**config.mk**
```make
export PLATFORM = sky130hd
export DESIGN_NAME = rtc_sample_to_unix_seconds
export DESIGN_NICKNAME = d
export VERILOG_FILES = /design/src/hdl/rtcux_pkg.sv /design/src/hdl/rtc_sample_to_unix_seconds.sv /design/src/hdl/rtcux_front.sv /design/src/hdl/rtcux_queue.sv /design/src/hdl/rtcux_back.sv
export SDC_FILE = /design/constraint.sdc
export NUM_CORES = 1
export LEC_CHECK = 0
export ABC_AREA = 1
export BUFFER_PORTS_ARGS = -buffer_cell sky130_fd_sc_hd__buf_2
export CAP_MARGIN = 20
export CORE_UTILIZATION = 55
export CTS_BUF_LIST = sky130_fd_sc_hd__clkbuf_4 sky130_fd_sc_hd__clkbuf_8
export DETAILED_ROUTE_END_ITERATION = 10
export GPL_ROUTABILITY_DRIVEN = 1
export PLACE_DENSITY_LB_ADDON = 0.08
export SYNTH_ARGS = -nofsm -noshare
export SYNTH_HDL_FRONTEND = slang
export SYNTH_HIERARCHICAL = 1
export SYNTH_SLANG_ARGS = --single-unit
```
**constraint.sdc**
```tcl
create_clock -name clock -period 7 [get_ports clock]
set_input_delay 0.35 -clock clock [delete_from_list [all_inputs] [get_ports clock]]
set_output_delay 0.35 -clock clock [all_outputs]
set_load 0.01 [all_outputs]
```
**src/hdl/rtcux_pkg.sv**
```systemverilog
// ----------------------------------------------------------------------------
// rtcux_pkg
// Shared types, constants and helper functions for the clock-sample to
// epoch-seconds converter.
// ----------------------------------------------------------------------------
`default_nettype none

package rtcux_pkg;

   localparam int QUEUE_DEPTH_DEFAULT = 2;

   localparam logic [7:0]  SEC_MAX       = 8'd59;
   localparam logic [7:0]  MIN_MAX       = 8'd59;
   localparam logic [7:0]  HOUR_MAX      = 8'd23;
   localparam logic [7:0]  DAY_MAX       = 8'd31;
   localparam logic [7:0]  MON_MAX       = 8'd12;
   localparam logic [7:0]  YEAR_PIVOT    = 8'd70;
   localparam logic [14:0] YEAR_BASE_19  = 15'd1900;
   localparam logic [14:0] YEAR_BASE_20  = 15'd2000;
   localparam logic [14:0] YEAR_EPOCH    = 15'd1970;
   localparam logic [24:0] EPOCH_DAYS    = 25'd719468;
   localparam logic [12:0] RECIP_25      = 13'd5243;
   localparam int          RECIP_SHIFT   = 17;
   localparam logic [16:0] SEC_PER_DAY   = 17'd86400;
   localparam logic [16:0] SEC_PER_HOUR  = 17'd3600;
   localparam logic [16:0] SEC_PER_MIN   = 17'd60;

   typedef enum logic [1:0] {
      STATUS_OK    = 2'd0,
      STATUS_RANGE = 2'd1,
      STATUS_EARLY = 2'd2
   } status_type;

   // classified word passed from front to back
   typedef struct packed {
      status_type  status;
      logic [5:0]  sec;
      logic [5:0]  min;
      logic [4:0]  hour;
      logic [8:0]  offset;   // day of March-based year plus day - 1
      logic [14:0] yy;       // year, minus one for January and February
   } item_type;

   function automatic logic [7:0] bcd_to_bin(input logic [7:0] v);
      return 8'(v[7:4]) * 8'd10 + 8'(v[3:0]);
   endfunction

   // days from March 1 to the first of the month
   function automatic logic [8:0] month_start(input logic [3:0] m);
      logic [8:0] d;
      case (m)
         4'd3:    d = 9'd0;
         4'd4:    d = 9'd31;
         4'd5:    d = 9'd61;
         4'd6:    d = 9'd92;
         4'd7:    d = 9'd122;
         4'd8:    d = 9'd153;
         4'd9:    d = 9'd184;
         4'd10:   d = 9'd214;
         4'd11:   d = 9'd245;
         4'd12:   d = 9'd275;
         4'd1:    d = 9'd306;
         4'd2:    d = 9'd337;
         default: d = 9'd0;
      endcase
      return d;
   endfunction

endpackage

`default_nettype wire

```
**src/hdl/rtc_sample_to_unix_seconds.sv**
```systemverilog
// Path: an accepted req word is registered in the front register, then written
// to the queue, then passes four back stages. Throughput: one word per cycle
// while rsp_ready is high; the queue lets front and back stall apart.
// Reset clears the front register, the queue and the pipeline valid bits;
// no words are held across reset.
// ----------------------------------------------------------------------------
// rtc_sample_to_unix_seconds
// Converts one raw clock-chip sample to seconds since 1970-01-01 UTC.
// ----------------------------------------------------------------------------
`default_nettype none

module rtc_sample_to_unix_seconds
   import rtcux_pkg::*;
#(
   parameter int QUEUE_DEPTH = QUEUE_DEPTH_DEFAULT
) (
   input  wire logic        clock,
   input  wire logic        reset,
   input  wire logic [7:0]  req_raw_seconds,
   input  wire logic [7:0]  req_raw_minutes,
   input  wire logic [7:0]  req_raw_hours,
   input  wire logic [7:0]  req_raw_day,
   input  wire logic [7:0]  req_raw_month,
   input  wire logic [7:0]  req_raw_year,
   input  wire logic [7:0]  req_raw_century,
   input  wire logic        req_is_binary,
   input  wire logic        req_hour_24,
   input  wire logic        req_valid,
   output logic             req_ready,
   output logic [39:0]      rsp_unix_seconds,
   output logic [1:0]       rsp_status,
   output logic             rsp_valid,
   input  wire logic        rsp_ready
);

   item_type q_push_item, q_pop_item;
   logic     q_push_valid, q_push_ready, q_pop_valid, q_pop_ready;

   rtcux_front u_front (
      .clock           (clock),
      .reset           (reset),
      .req_raw_seconds (req_raw_seconds),
      .req_raw_minutes (req_raw_minutes),
      .req_raw_hours   (req_raw_hours),
      .req_raw_day     (req_raw_day),
      .req_raw_month   (req_raw_month),
      .req_raw_year    (req_raw_year),
      .req_raw_century (req_raw_century),
      .req_is_binary   (req_is_binary),
      .req_hour_24     (req_hour_24),
      .req_valid       (req_valid),
      .req_ready       (req_ready),
      .push_item       (q_push_item),
      .push_valid      (q_push_valid),
      .push_ready      (q_push_ready)
   );

   rtcux_queue #(
      .DEPTH (QUEUE_DEPTH)
   ) u_queue (
      .clock      (clock),
      .reset      (reset),
      .push_item  (q_push_item),
      .push_valid (q_push_valid),
      .push_ready (q_push_ready),
      .pop_item   (q_pop_item),
      .pop_valid  (q_pop_valid),
      .pop_ready  (q_pop_ready)
   );

   rtcux_back u_back (
      .clock            (clock),
      .reset            (reset),
      .pop_item         (q_pop_item),
      .pop_valid        (q_pop_valid),
      .pop_ready        (q_pop_ready),
      .rsp_unix_seconds (rsp_unix_seconds),
      .rsp_status       (rsp_status),
      .rsp_valid        (rsp_valid),
      .rsp_ready        (rsp_ready)
   );

   a_reject_zero: assert property (@(posedge clock) disable iff (reset)
      rsp_valid && (rsp_status != STATUS_OK) |-> rsp_unix_seconds == '0)
      else $error("rejected word carries nonzero seconds");

   a_reset_empty: assert property (@(posedge clock)
      reset |=> !rsp_valid && !q_pop_valid)
      else $error("pipeline or queue not empty after reset");

   a_push_visible: assert property (@(posedge clock) disable iff (reset)
      q_push_valid && q_push_ready |=> q_pop_valid)
      else $error("pushed word not visible at queue head");

endmodule

`default_nettype wire

```
**src/hdl/rtcux_front.sv**
```systemverilog
// ----------------------------------------------------------------------------
// rtcux_front
// Decodes one raw sample, range-checks it, forms the full year and
// registers the classified word for the queue.
// ----------------------------------------------------------------------------
`default_nettype none

module rtcux_front
   import rtcux_pkg::*;
(
   input  wire logic       clock,
   input  wire logic       reset,
   input  wire logic [7:0] req_raw_seconds,
   input  wire logic [7:0] req_raw_minutes,
   input  wire logic [7:0] req_raw_hours,
   input  wire logic [7:0] req_raw_day,
   input  wire logic [7:0] req_raw_month,
   input  wire logic [7:0] req_raw_year,
   input  wire logic [7:0] req_raw_century,
   input  wire logic       req_is_binary,
   input  wire logic       req_hour_24,
   input  wire logic       req_valid,
   output logic            req_ready,
   output item_type        push_item,
   output logic            push_valid,
   input  wire logic       push_ready
);

   logic       f_valid_ff, f_valid_in;
   item_type   f_item_ff, f_item_in;

   logic [7:0]  sec_d, min_d, day_d, mon_d, yr_d, cent_d, hour_d;
   logic [7:0]  hour_bcd;
   logic [6:0]  hour_lo;
   logic [7:0]  hour_f;
   logic        range_bad;
   logic [14:0] full_year;
   logic        accept;

   always_comb begin
      sec_d  = req_is_binary ? req_raw_seconds : bcd_to_bin(req_raw_seconds);
      min_d  = req_is_binary ? req_raw_minutes : bcd_to_bin(req_raw_minutes);
      day_d  = req_is_binary ? req_raw_day     : bcd_to_bin(req_raw_day);
      mon_d  = req_is_binary ? req_raw_month   : bcd_to_bin(req_raw_month);
      yr_d   = req_is_binary ? req_raw_year    : bcd_to_bin(req_raw_year);
      cent_d = req_is_binary ? req_raw_century : bcd_to_bin(req_raw_century);
      hour_bcd = bcd_to_bin({1'b0, req_raw_hours[6:0]});
      hour_d = req_is_binary ? req_raw_hours : {req_raw_hours[7], hour_bcd[6:0]};

      hour_lo = hour_d[6:0];
      if (req_hour_24) begin
         hour_f = hour_d;
      end else begin
         if (hour_d[7] && (hour_lo < 7'd12)) begin
            hour_lo = hour_lo + 7'd12;
         end else if (!hour_d[7] && (hour_lo == 7'd12)) begin
            hour_lo = 7'd0;
         end
         hour_f = {1'b0, hour_lo};
      end

      range_bad = (sec_d > SEC_MAX) || (min_d > MIN_MAX) || (hour_f > HOUR_MAX) ||
                  (day_d == 8'd0) || (day_d > DAY_MAX) ||
                  (mon_d == 8'd0) || (mon_d > MON_MAX);

      if (cent_d != 8'd0) begin
         full_year = 15'(cent_d) * 15'd100 + 15'(yr_d);
      end else if (yr_d >= YEAR_PIVOT) begin
         full_year = YEAR_BASE_19 + 15'(yr_d);
      end else begin
         full_year = YEAR_BASE_20 + 15'(yr_d);
      end

      if (range_bad) begin
         f_item_in.status = STATUS_RANGE;
      end else if (full_year < YEAR_EPOCH) begin
         f_item_in.status = STATUS_EARLY;
      end else begin
         f_item_in.status = STATUS_OK;
      end
      f_item_in.sec    = sec_d[5:0];
      f_item_in.min    = min_d[5:0];
      f_item_in.hour   = hour_f[4:0];
      f_item_in.offset = month_start(mon_d[3:0]) + 9'(day_d[4:0]) - 9'd1;
      f_item_in.yy     = (mon_d <= 8'd2) ? full_year - 15'd1 : full_year;
   end

   assign req_ready  = !f_valid_ff || push_ready;
   assign accept     = req_valid && req_ready;
   assign push_valid = f_valid_ff;
   assign push_item  = f_item_ff;

   always_comb begin
      f_valid_in = f_valid_ff;
      if (accept) begin
         f_valid_in = 1'b1;
      end else if (push_ready) begin
         f_valid_in = 1'b0;
      end
   end

   always_ff @(posedge clock) begin
      if (reset) begin
         f_valid_ff <= 1'b0;
      end else begin
         f_valid_ff <= f_valid_in;
      end
   end

   always_ff @(posedge clock) begin
      if (accept) begin
         f_item_ff <= f_item_in;
      end
   end

endmodule

`default_nettype wire

```
**src/hdl/rtcux_queue.sv**
```systemverilog
// ----------------------------------------------------------------------------
// rtcux_queue
// Short FIFO of classified words between the front and the back.
// ----------------------------------------------------------------------------
`default_nettype none

module rtcux_queue
   import rtcux_pkg::*;
#(
   parameter int DEPTH = QUEUE_DEPTH_DEFAULT
) (
   input  wire logic clock,
   input  wire logic reset,
   input  item_type  push_item,
   input  wire logic push_valid,
   output logic      push_ready,
   output item_type  pop_item,
   output logic      pop_valid,
   input  wire logic pop_ready
);

   localparam int PW = (DEPTH > 1) ? $clog2(DEPTH) : 1;
   localparam int CW = $clog2(DEPTH + 1);

   item_type        mem [DEPTH];
   logic [PW-1:0]   wr_ptr_ff, wr_ptr_in, rd_ptr_ff, rd_ptr_in;
   logic [CW-1:0]   count_ff, count_in;
   logic            push, pop;

   assign push_ready = (count_ff != CW'(DEPTH));
   assign pop_valid  = (count_ff != '0);
   assign pop_item   = mem[rd_ptr_ff];
   assign push       = push_valid && push_ready;
   assign pop        = pop_valid && pop_ready;

   always_comb begin
      wr_ptr_in = wr_ptr_ff;
      rd_ptr_in = rd_ptr_ff;
      count_in  = count_ff;
      if (push) begin
         wr_ptr_in = (wr_ptr_ff == PW'(DEPTH - 1)) ? '0 : wr_ptr_ff + 1'b1;
      end
      if (pop) begin
         rd_ptr_in = (rd_ptr_ff == PW'(DEPTH - 1)) ? '0 : rd_ptr_ff + 1'b1;
      end
      if (push && !pop) begin
         count_in = count_ff + 1'b1;
      end else if (pop && !push) begin
         count_in = count_ff - 1'b1;
      end
   end

   always_ff @(posedge clock) begin
      if (reset) begin
         wr_ptr_ff <= '0;
         rd_ptr_ff <= '0;
         count_ff  <= '0;
      end else begin
         wr_ptr_ff <= wr_ptr_in;
         rd_ptr_ff <= rd_ptr_in;
         count_ff  <= count_in;
      end
   end

   always_ff @(posedge clock) begin
      if (push) begin
         mem[wr_ptr_ff] <= push_item;
      end
   end

endmodule

`default_nettype wire

```
**src/hdl/rtcux_back.sv**
```systemverilog
// ----------------------------------------------------------------------------
// rtcux_back
// Four-stage pipeline: day count from year and month, then seconds.
// ----------------------------------------------------------------------------
`default_nettype none

module rtcux_back
   import rtcux_pkg::*;
(
   input  wire logic   clock,
   input  wire logic   reset,
   input  item_type    pop_item,
   input  wire logic   pop_valid,
   output logic        pop_ready,
   output logic [39:0] rsp_unix_seconds,
   output logic [1:0]  rsp_status,
   output logic        rsp_valid,
   input  wire logic   rsp_ready
);

   logic        ce;
   logic        v1_ff, v2_ff, v3_ff, v4_ff;

   status_type  s1_status_ff;
   logic [23:0] s1_y365_ff, s1_y365_in;
   logic [12:0] s1_yq_ff, s1_yq_in;
   logic [25:0] s1_q100_ff, s1_q100_in;
   logic [23:0] s1_q400_ff, s1_q400_in;
   logic [8:0]  s1_off_ff;
   logic [16:0] s1_tod_ff, s1_tod_in;

   status_type  s2_status_ff;
   logic [23:0] s2_days_ff, s2_days_in;
   logic [24:0] day_sum;
   logic [16:0] s2_tod_ff;

   status_type  s3_status_ff;
   logic [39:0] s3_prod_ff, s3_prod_in;
   logic [16:0] s3_tod_ff;

   status_type  rsp_status_ff;
   logic [39:0] rsp_unix_ff, rsp_unix_in;

   assign ce        = !v4_ff || rsp_ready;
   assign pop_ready = ce;

   always_comb begin
      s1_y365_in = 24'(pop_item.yy) * 24'd365;
      s1_yq_in   = pop_item.yy[14:2];
      s1_q100_in = 26'(pop_item.yy[14:2]) * 26'(RECIP_25);
      s1_q400_in = 24'(pop_item.yy[14:4]) * 24'(RECIP_25);
      s1_tod_in  = 17'(pop_item.hour) * SEC_PER_HOUR + 17'(pop_item.min) * SEC_PER_MIN
                   + 17'(pop_item.sec);

      day_sum = 25'(s1_y365_ff) + 25'(s1_yq_ff) - 25'(s1_q100_ff[25:RECIP_SHIFT])
                + 25'(s1_q400_ff[23:RECIP_SHIFT]) + 25'(s1_off_ff) - EPOCH_DAYS;
      s2_days_in = day_sum[23:0];

      s3_prod_in  = 40'(s2_days_ff) * 40'(SEC_PER_DAY);
      rsp_unix_in = (s3_status_ff == STATUS_OK) ? s3_prod_ff + 40'(s3_tod_ff) : '0;
   end

   always_ff @(posedge clock) begin
      if (reset) begin
         v1_ff <= 1'b0;
         v2_ff <= 1'b0;
         v3_ff <= 1'b0;
         v4_ff <= 1'b0;
      end else if (ce) begin
         v1_ff <= pop_valid;
         v2_ff <= v1_ff;
         v3_ff <= v2_ff;
         v4_ff <= v3_ff;
      end
   end

   always_ff @(posedge clock) begin
      if (ce) begin
         s1_status_ff  <= pop_item.status;
         s1_y365_ff    <= s1_y365_in;
         s1_yq_ff      <= s1_yq_in;
         s1_q100_ff    <= s1_q100_in;
         s1_q400_ff    <= s1_q400_in;
         s1_off_ff     <= pop_item.offset;
         s1_tod_ff     <= s1_tod_in;
         s2_status_ff  <= s1_status_ff;
         s2_days_ff    <= s2_days_in;
         s2_tod_ff     <= s1_tod_ff;
         s3_status_ff  <= s2_status_ff;
         s3_prod_ff    <= s3_prod_in;
         s3_tod_ff     <= s2_tod_ff;
         rsp_status_ff <= s3_status_ff;
         rsp_unix_ff   <= rsp_unix_in;
      end
   end

   assign rsp_valid        = v4_ff;
   assign rsp_status       = rsp_status_ff;
   assign rsp_unix_seconds = rsp_unix_ff;

endmodule

`default_nettype wire
```
## After elaboration in Yosys (flattened, before gate mapping)

Memory sizes are Yosys's and may differ from the RTL's. A register that Yosys moved wholly into a read port is not among the register bits.
Index checks and enable logic that the tools add are counted.

- $mul: 14
- Mux-type cells: 24
- Div/mod/pow operators: 0
- Reduce and logical (&&, ||, !) cells: 27
- Bitwise logic cells: 0
- $lt $le $gt $ge: 9
- Add/subtract/negate cells: 26
- Shifts and indexed selects: 0
- Equal/unequal tests: 2

Operators with widths:

| cell | number |
|---|---|
| 8-bit two-way mux | 7 |
| 8-bit by 4-bit adder with 8-bit output | 6 |
| 15-bit two-way mux | 3 |
| 4-bit by 3-bit multiplier with 7-bit output, second input constant | 6 |
| 40-bit by 17-bit adder with 40-bit output | 1 |
| 24-bit by 10-bit multiplier with 33-bit output, second input constant | 1 |
| 13-bit by 13-bit multiplier with 26-bit output, second input constant | 1 |
| 11-bit by 8-bit adder with 12-bit output, first input constant | 2 |
| 24-bit by 13-bit adder with 24-bit output | 1 |
| 24-bit by 7-bit adder with 24-bit output | 1 |
| 24-bit by 9-bit adder with 24-bit output | 1 |
| 11-bit by 13-bit multiplier with 24-bit output, second input constant | 1 |
| 15-bit by 9-bit multiplier with 24-bit output, second input constant | 1 |
| 24-bit by 20-bit subtractor with 24-bit output, second input constant | 1 |
| 24-bit by 9-bit subtractor with 24-bit output | 1 |
| 7-bit two-way mux | 3 |
| 17-bit by 12-bit adder with 17-bit output | 1 |
| 17-bit by 6-bit adder with 17-bit output | 1 |
| 8-bit by 5-bit > comparator with 1-bit output, second input constant | 2 |
| 8-bit by 6-bit > comparator with 1-bit output, second input constant | 2 |
| 8-bit logical NOT | 2 |
| 15-bit by 8-bit adder with 15-bit output | 1 |
| 15-bit by 11-bit < comparator with 1-bit output, second input constant | 1 |
| 15-bit by 1-bit subtractor with 15-bit output, second input constant | 1 |
| 25 further kinds | 54 |

- Memories kept: 2
- Input bits: 62
- Bits in latches: 0
- Memory bits (writable): 86
- Word-level logic and storage cells: 133
- Memory bits (read-only): 144
- Flip-flop bits (word level): 304
- Output and inout port bits: 44

Memory list:

| memory | depth | width | read ports | clocked after memory_dff | write ports | RTL line | source |
|---|---|---|---|---|---|---|---|
| (no name shown) | 16 | 9 | 1 | 0 | 0 | rtcux_pkg.sv:51 | `case (m)` |
| u_queue.mem | 2 | 43 | 1 | 1 | 1 | rtcux_queue.sv:25 | `item_type mem [DEPTH];` |

## Depth between registers and ports, before layout

Gate-level depths: netlist (run 1).

- Word-level depth: 14
- Mapped depth: 30
- Mapped depth without buffers: 30

## Modules after synthesis

The synthesis (run 1) kept the hierarchy.

Modules (own cells, without submodules):

| module | cells each | area each (sq um) | seq. area each (sq um) | instances |
|---|---|---|---|---|
| rtcux_back | 2,833 | 25,090.3 | 6,626.4 | 1 |
| rtcux_front | 921 | 6,618.8 | 1,311.3 | 1 |
| rtcux_queue | 171 | 3,547.2 | 2,682.6 | 1 |

## Least setup slack after synthesis (run 1)

No wires, ideal clock.

- Path kind: register to register
- Start: register u_back.v4_ff, in the netlist u_back/rsp_valid
- End: register u_queue.count_ff[1]
- Arrival: 5.735 ns
- Period minus slack after synthesis: 5.799 ns
- Library setup time: 0.064 ns
- Data required time: 6.936 ns
- Buffers on the path: 0
- Stages on the path, launching flop included: 11
- Path slack: 1.201 ns
- Cell sequence: dfxtp_1 inv_1 nor2_1 inv_1 nand2_1 ha_1 inv_1 nand3_1 nand2_1 inv_1 nor2_1

- Longest elaborated chain between the ends: 6
- Elaborated cells between the ends (all ways): 8
- Those cells by class: 1 x mux; 7 x reduce/logical

RTL lines:

| element | RTL line | source |
|---|---|---|
| start, declared | rtcux_back.sv:22 | `logic v1_ff, v2_ff, v3_ff, v4_ff;` |
| start signal, assigned | rtcux_back.sv:73 | `v4_ff <= v3_ff;` |
| 1-bit logical NOT * | rtcux_back.sv:44 | `assign ce = !v4_ff \|\| rsp_ready;` |
| 1-bit logical OR * | rtcux_back.sv:44 |  |
| net q_pop_ready | rtc_sample_to_unix_seconds.sv:37 | `logic q_push_valid, q_push_ready, q_pop_valid, q_pop_ready;` |
| 1-bit logical AND * | rtcux_queue.sv:34 | `assign pop = pop_valid && pop_ready;` |
| 1-bit logical NOT | rtcux_queue.sv:46 | `if (push && !pop) begin` |
| 1-bit logical AND | rtcux_queue.sv:46 |  |
| 2-bit two-way mux or 2-bit nonzero test (tied branches) | -- |  |
| end signal, assigned | rtcux_queue.sv:61 | `count_ff <= count_in;` |
| end, declared | rtcux_queue.sv:27 | `logic [CW-1:0] count_ff, count_in;` |

The timed path passes the listed nets; every way through them passes the cells marked *.
A chain may end at the register's enable or synchronous reset.

==> results of run 1 <==
==> sequential cells by signal, indices dropped and copies added (netlist names), 2 cells and up, named ones only <==
signal,count
u_back/rsp_status,2
u_back/rsp_unix_seconds,40
u_back/s1_off_ff,9
u_back/s1_q100_ff,9
u_back/s1_q400_ff,7
u_back/s1_status_ff,2
u_back/s1_tod_ff,17
u_back/s1_y365_ff,24
u_back/s1_yq_ff,13
u_back/s2_days_ff,24
u_back/s2_status_ff,2
u_back/s2_tod_ff,17
u_back/s3_prod_ff,33
u_back/s3_status_ff,2
u_back/s3_tod_ff,17
u_front/push_item,43
u_queue/count_ff,2
u_queue/mem,86
==> per-stage QoR <==
step | std cells | worst slack (ps) | area, um2
after floorplan | 3925 | 1200 | 35300
after global placement | 4865 | 1630 | 36700
after detailed placement | 4865 | 1570 | 36700
after CTS | 4984 | 1560 | 38100
after global routing | 4986 | 1200 | 38100
final | 4986 | 1600 | 38100
==> per-layer routing <==
layer / vias up / GRT usage [%]
met2: 441 / 41.7
met3: 58 / 4.64
li1: 13000 / -
met5: - / 0
met1: 11800 / 33.7
met4: 2 / 4.41
==> logic make-up after synthesis <==
family / Yosys count / share of synthesized area, %
buffers and inverters: 847 / 9.34
AO/OA/AOI/OAI: 361 / 5.68
flip-flops: 357 / 30.1
AND/OR/NAND/NOR: 1436 / 17.5
multiplexers: 44 / 1.83
XOR/XNOR: 104 / 2.60
adder cells (fa/ha/maj): 776 / 32.9
==> cell usage after synthesis, types with 4 or more instances <==
| master | count |
|---|---|
| o21ai_1 | 6 |
| nor2_1 | 235 |
| buf_12 | 4 |
| mux2_4 | 40 |
| o21ai_2 | 4 |
| a21boi_0 | 5 |
| fa_1 | 254 |
| a31oi_1 | 4 |
| ha_1 | 522 |
| inv_2 | 15 |
| nor2_4 | 5 |
| buf_2 | 4 |
| nand2_4 | 4 |
| nand2_2 | 22 |
| a21oi_1 | 186 |
| xnor2_1 | 38 |
| o21ai_0 | 99 |
| edfxtp_1 | 347 |
| nand3_1 | 182 |
| inv_1 | 812 |
| nand3b_1 | 16 |
| xor2_1 | 65 |
| o21bai_1 | 19 |
| nand2_1 | 832 |
| nor2_2 | 8 |
| or2_2 | 9 |
| nand4_1 | 60 |
| and3_1 | 4 |
| o21a_1 | 11 |
| and2_1 | 9 |
| nor3_1 | 32 |
| a21o_1 | 13 |
| nor4_1 | 5 |
| dfxtp_1 | 10 |
==> worst max-delay path: stages, from the launching register on <==
cell	delay [ps]
dfxtp_2	650
buf_4	540
mux2_4	360
inv_1	200
fa_1	480
fa_1	510
inv_1	40
ha_1	360
a21oi_1	150
o21ai_0	140
nand2_1	80
nand2_1	50
a21oi_1	140
xnor2_1	140
ha_1	250
ha_1	370
nand2_1	90
nor2_1	120
nand3_1	90
nand3_1	130
nand2_1	80
xor2_1	130
==> timing repair <==
item / CTS / global route
hold endpoints to repair: 8 / 0
endpoints found under the setup margin: 0 / 0
hold buffers: 4 / 0
resized for setup: 0 / 0
==> final cells by class <==
class | instances | area [um2]
Antenna cell | 2 | 5.00
Clock buffer | 73 | 930
Clock inverter | 42 | 408
Fill cell | 5624 | 25100
Inverter | 829 | 3120
Multi-Input combinational cell | 2721 | 21400
Sequential cell | 357 | 10600
Tap cell | 846 | 1060
Timing Repair Buffer | 116 | 618
==> how the worst max path moves through the flow <==
stage | to | slack, ps | cells past startpoint
floorplan | u_queue/count_ff[1]$_SDFFE_PP0P_ | 1200 | 10
global placement | u_back/s1_tod_ff[15]$_DFFE_PP_ | 1630 | 21
detailed placement | u_back/s1_tod_ff[16]$_DFFE_PP_ | 1570 | 23
CTS | u_back/s1_tod_ff[16]$_DFFE_PP_ | 1560 | 23
global route | u_back/s1_tod_ff[16]$_DFFE_PP_ | 1200 | 23
finish | u_back/s1_tod_ff[15]$_DFFE_PP_ | 1600 | 21
==> metrics.cfg, run 1 <==
[yosys]
ys_ff_latch=357
ys.flop_type=edfxtp_1
ys_warn_count=6
synth_area_leaders=edfxtp_1 (30%), ha_1 (19%), fa_1 (14%)
yosysSeqAreaShare_pct=30.1
netlist_area_um2=35300
synthCells=3925
syn_nets=4763
postSynthAreaPerCell_um2=8.98
synth-edff-count=347
async_flop_share_pct=0
yosys.area.top_type_share_pct=29.6
yosys.area.top_type=edfxtp_1
synth_cell_types=61

[run]
maxCapViolCount=0

[route]
dr.pass1.iters=5
drt-wirelength-per-cell_um=15.7
drt-met1-wl_um=36400
top_layer=met5
route.detailed.drc=0
wl_met3_um=3950
drt_wl_total_um=78100
wl_met2_um=36800
ant_nets=0
avgViaCountPerCell=5.09
drt_iter0_markers=1335
vias=25400

[final_layout]
drive_above_1_share_pct=8.22
area_growth_pct=8.15
final_common_cell=nand2_1
mostFrequentLayoutCells=nand2_1 (832), inv_1 (811), ha_1 (522), edfxtp_1 (347), fa_1 (254)
fin_nets=4924
post-route-util_pct=60.3

[placement]
hpwl_um=65300
io_buffer_count=105
place.gp.congestion=0.950

[timing]
slew_violations=0
relSlewSlack_pct=30.3
hold_viol=0
max_freq_mhz=185
tightest_slew_ps=1050
setup_viol=0
tns_ps=0
rsz0062_at_grt=no
layout_min_cycle_time_ps=5400
fin_worst_skew_ps=54.2
period_share_pct=77.1
fin_hold_ws_ps=58.1

[setup_path]
rr_worst_depth=21
worst_ep_required_time_ps=7400
reg2reg_slack_ps=1600
worst-setup-path-type=reg2reg
endpoint_kind=flip-flop
reg2reg_to=u_back/s1_tod_ff[15]$_DFFE_PP_
worstSetupStartpointType=flip-flop
crit_fanout=29
arrival_ps=5800

[cts]
clock_latency_ps=670
cts.clk_slew.worst_paths_ps=60
cts_num_sinks=357
cts_tree=done
h-tree-depth=2
cts_buffers=61
postCtsSetupBuffers=0
cts_buffer_depth=3
root_buffer=clkbuf_8

[floorplanning]
dieArea_um2=65100
die_h_um=255
initial_core_util_pct=55.8
ios=106
coreArea_um2=63200
fp.dieW_um=255
rows=92

[global_route]
grt_start_max_net_pins=84
grt_overflow=0
antenna_found_initial=3
grt_usage_pct=24.8
grt_pass1_wl_um=127000
grt_pass1_vias=25000

[worst_hold_path]
min_from=req_raw_seconds[1]
hold_path_end=u_front/push_item[36]$_DFFE_PP_
whs_path_depth=3
min_path_type=in2reg

[outcome]
outcome=completed

Power of run 1 is not shown: default switching activity piles up to over one toggle a cycle in this logic, so the estimate is an artifact.
==> run 2, diff against run 1 <==
--- a/config.mk
+++ b/config.mk
@@ -5,7 +5,7 @@
 export SDC_FILE = /design/constraint.sdc
 export NUM_CORES = 1
 export LEC_CHECK = 0
-export ABC_AREA = 1
+export ABC_AREA = 0
 export BUFFER_PORTS_ARGS = -buffer_cell sky130_fd_sc_hd__buf_2
 export CAP_MARGIN = 20
 export CORE_UTILIZATION = 55
==> constraint.sdc (replaced) <==
create_clock -name clock -period 4.65 [get_ports clock]
set_input_delay 0.2325 -clock clock [delete_from_list [all_inputs] [get_ports clock]]
set_output_delay 0.2325 -clock clock [all_outputs]
set_load 0.01 [all_outputs]
==> metrics.cfg, run 2 <==
[setup_path]
path_depth=17  ; -19%
crit_fanout=5  ; -83%
cp_slowest_cell=fa_2
endpoint_kind=flip-flop
worst_ep_required_time_ps=5080  ; -2320 ps
rr_worst_depth=17  ; -19%
cpMostUsedCell=fa_1
cpPeakStageDelay_ps=620  ; -30 ps
worstSetupStartpointType=flip-flop
worst-setup-path-type=reg2reg
crit_family=adder cells
worstPathBufferInverterCount=3  ; unchanged
crit_chain=buf_12 -> mux2_4 -> inv_4 -> fa_2 -> fa_2 -> fa_1 -> inv_1 -> fa_1 -> fa_1 -> ha_4 -> a21o_1 -> a21o_1 -> a211o_1 -> o211ai_1 -> a31oi_4 -> mux2i_2 -> a2111oi_4
arrival_ps=5820  ; +20 ps

[timing]
rsz0062_at_grt=yes
fin_ws_ps=-740  ; -2340 ps
hold_viol=0  ; unchanged
tns_ps=-14170  ; -14170 ps
layout_min_cycle_time_ps=5390  ; -9.07 ps
tightest_slew_ps=1060  ; +17.9 ps
setup_viol=36  ; +36
period_share_pct=116  ; +39 points
fin_worst_skew_ps=42.3  ; -12.0 ps
slew_violations=0  ; unchanged
relSlewSlack_pct=29.1  ; -1.2 points
max_freq_mhz=186  ; +0.17%

[placement]
place.gp.congestion=0.939  ; -1.1%
hpwl_um=59700  ; -8.6%
io_buffer_count=105  ; unchanged

[global_route]
antenna_found_initial=2  ; -1
grt_usage_pct=24.5  ; -0.34 points
grt_overflow=0  ; unchanged
grt_pass1_vias=24000  ; -4.0%
grt_start_max_net_pins=133  ; +58%
grt_pass1_wl_um=119000  ; -6.6%

[final_layout]
area_growth_pct=22.1
post-route-util_pct=68.0  ; +7.6 points
fin_nets=4304  ; -13%
final_common_cell=inv_1
regMostFlops=u_queue/mem
largest_reg_flops=86  ; unchanged
drive_above_1_share_pct=26.2  ; +18 points
mostFrequentLayoutCells=inv_1 (486), ha_1 (465), edfxtp_1 (347), buf_4 (341), fa_1 (232)

[cts]
cts_buffers=61  ; unchanged
root_buffer=clkbuf_8
h-tree-depth=2  ; unchanged
clock_latency_ps=670  ; about the same
cts_buffer_depth=3  ; unchanged
cts_tree=done
cts.clk_slew.worst_paths_ps=60  ; about the same
cts_num_sinks=357  ; unchanged

[floorplanning]
ios=106  ; unchanged
rows=89  ; -3.3%
coreArea_um2=59000  ; -6.6%
fp.dieW_um=246  ; -3.4%
initial_core_util_pct=55.7  ; -0.10 points
die_h_um=246  ; -3.4%
dieArea_um2=60700  ; -6.7%

[route]
route.detailed.drc=0  ; unchanged
vias=23100  ; -9.1%
drt_wl_total_um=74900  ; -4.2%
avgViaCountPerCell=5.39  ; +6.0%
drt-wirelength-per-cell_um=17.5  ; +12%
ant_nets=0  ; unchanged
drt_iter0_markers=861  ; -36%
dr.pass1.iters=5  ; unchanged

[yosys]
ys_ff_latch=357  ; unchanged
ys_warn_count=6  ; unchanged
synth.most_common_cell=inv_1
synthCells=2945  ; -25%
ys.flop_type=edfxtp_1
synth-edff-count=347  ; unchanged
async_flop_share_pct=0  ; unchanged
yosys.area.top_type=edfxtp_1
yosysSeqAreaShare_pct=32.3  ; +2.2 points
synth_cell_types=103  ; +69%
yosys.area.top_type_share_pct=31.7  ; +2.2 points
synth_area_leaders=edfxtp_1 (32%), ha_1 (20%), fa_1 (15%)
netlist_area_um2=32900  ; -6.8%
netlist_top_cells_count=inv_1 (523), ha_1 (522), edfxtp_1 (347)
syn_nets=3783  ; -21%
postSynthAreaPerCell_um2=11.2  ; +24%

[outcome]
outcome=finished, violations left
violations=setup timing

[run]
maxCapViolCount=0  ; unchanged

[worst_hold_path]
whs_path_depth=3  ; unchanged
min_path_type=in2reg

==> run 2: changes by cell type after synthesis, moves of 36 or more <==
cell and change:
a21o_1 +48, a21oi_1 -36, inv_1 -289, mux2_2 +46
mux2_4 -36, nand2_1 -724, nand3_1 -133, nand4_1 -41
nor2_1 -112, xnor2_1 +70
==> run 2: worst paths after layout <==
| check | start | slack [ps] | end |
|---|---|---|---|
| max | flip-flop | -740 | u_back/s1_q400_ff[23]$_DFFE_PP_ |
| min | req_raw_hours[7] | 50 | u_front/push_item[26]$_DFFE_PP_ |
| max reg2reg | flip-flop | -740 | u_back/s1_q400_ff[23]$_DFFE_PP_ |
| min reg2reg | u_back/s1_tod_ff[1]$_DFFE_PP_ | 380 | u_back/s2_tod_ff[1]$_DFFE_PP_ |
==> run 2: area by class of cell <==
type	instances	area [um2]
clock inverters	29	226
inverters	526	1990
clock buffers	71	915
diodes	1	2.50
fillers	4520	18900
well taps	773	967
repair buffers	507	3860
multi-input cells	2013	21500
flip-flops and latches	357	10600
==> run 2: metrics by stage <==
step                hold WS [ps]  instances  worst slack, ps  area (um2)
finish                      47.0       4277             -740       40100
CTS                         4.29       4236             -694       38800
floorplan                    297       2945             -557       33100
global route                27.2       4277             -851       40100
detailed placement           405       4097             -965       36800
global placement             401       4097             -816       36800
==> run 2: worst reg2reg max path, stage by stage, from the launching register on <==
cell and delay, ps:
dfxtp_4 360, buf_12 130, mux2_4 270, inv_4 50, fa_2 620, fa_2 460
fa_1 500, inv_1 50, fa_1 440, fa_1 550, ha_4 220, a21o_1 160
a21o_1 150, a211o_1 250, o211ai_1 190, a31oi_4 170, mux2i_2 210, a2111oi_4 380
==> run 2: cells by family after synthesis <==
kind of cell             count (synthesis)  synth area share (%)
multiplexers                            74                  2.58
flip-flops                             357                  32.3
AND/OR/NAND/NOR                        475                  7.36
XOR/XNOR                               175                  4.66
adder cells (fa/ha/maj)                776                  35.3
AO/OA/AOI/OAI                          513                  10.9
buffers and inverters                  575                  6.87
==> run 2: routing by layer <==
| metal | track usage (%) | up-vias | wire, um |
|---|---|---|---|
| met2 | 45.0 | 357 | 38600 |
| met1 | 30.0 | 11300 | 31800 |
| met5 | 0 | - | 13 |
| met4 | 6.08 | 2 | 1820 |
| li1 | - | 11300 | - |
| met3 | 3.45 | 123 | 2570 |
==> run 2: repair_timing <==
item | CTS | global route
gates resized for setup | 90 | 215
setup buffers | 29 | 42
pin swaps | 55 | 167
setup endpoints to repair | 48 | 51
gates cloned | 1 | 0
hold buffers | 15 | 0
hold endpoints to repair | 22 | 0
Power of run 2 is left out for the same reason.
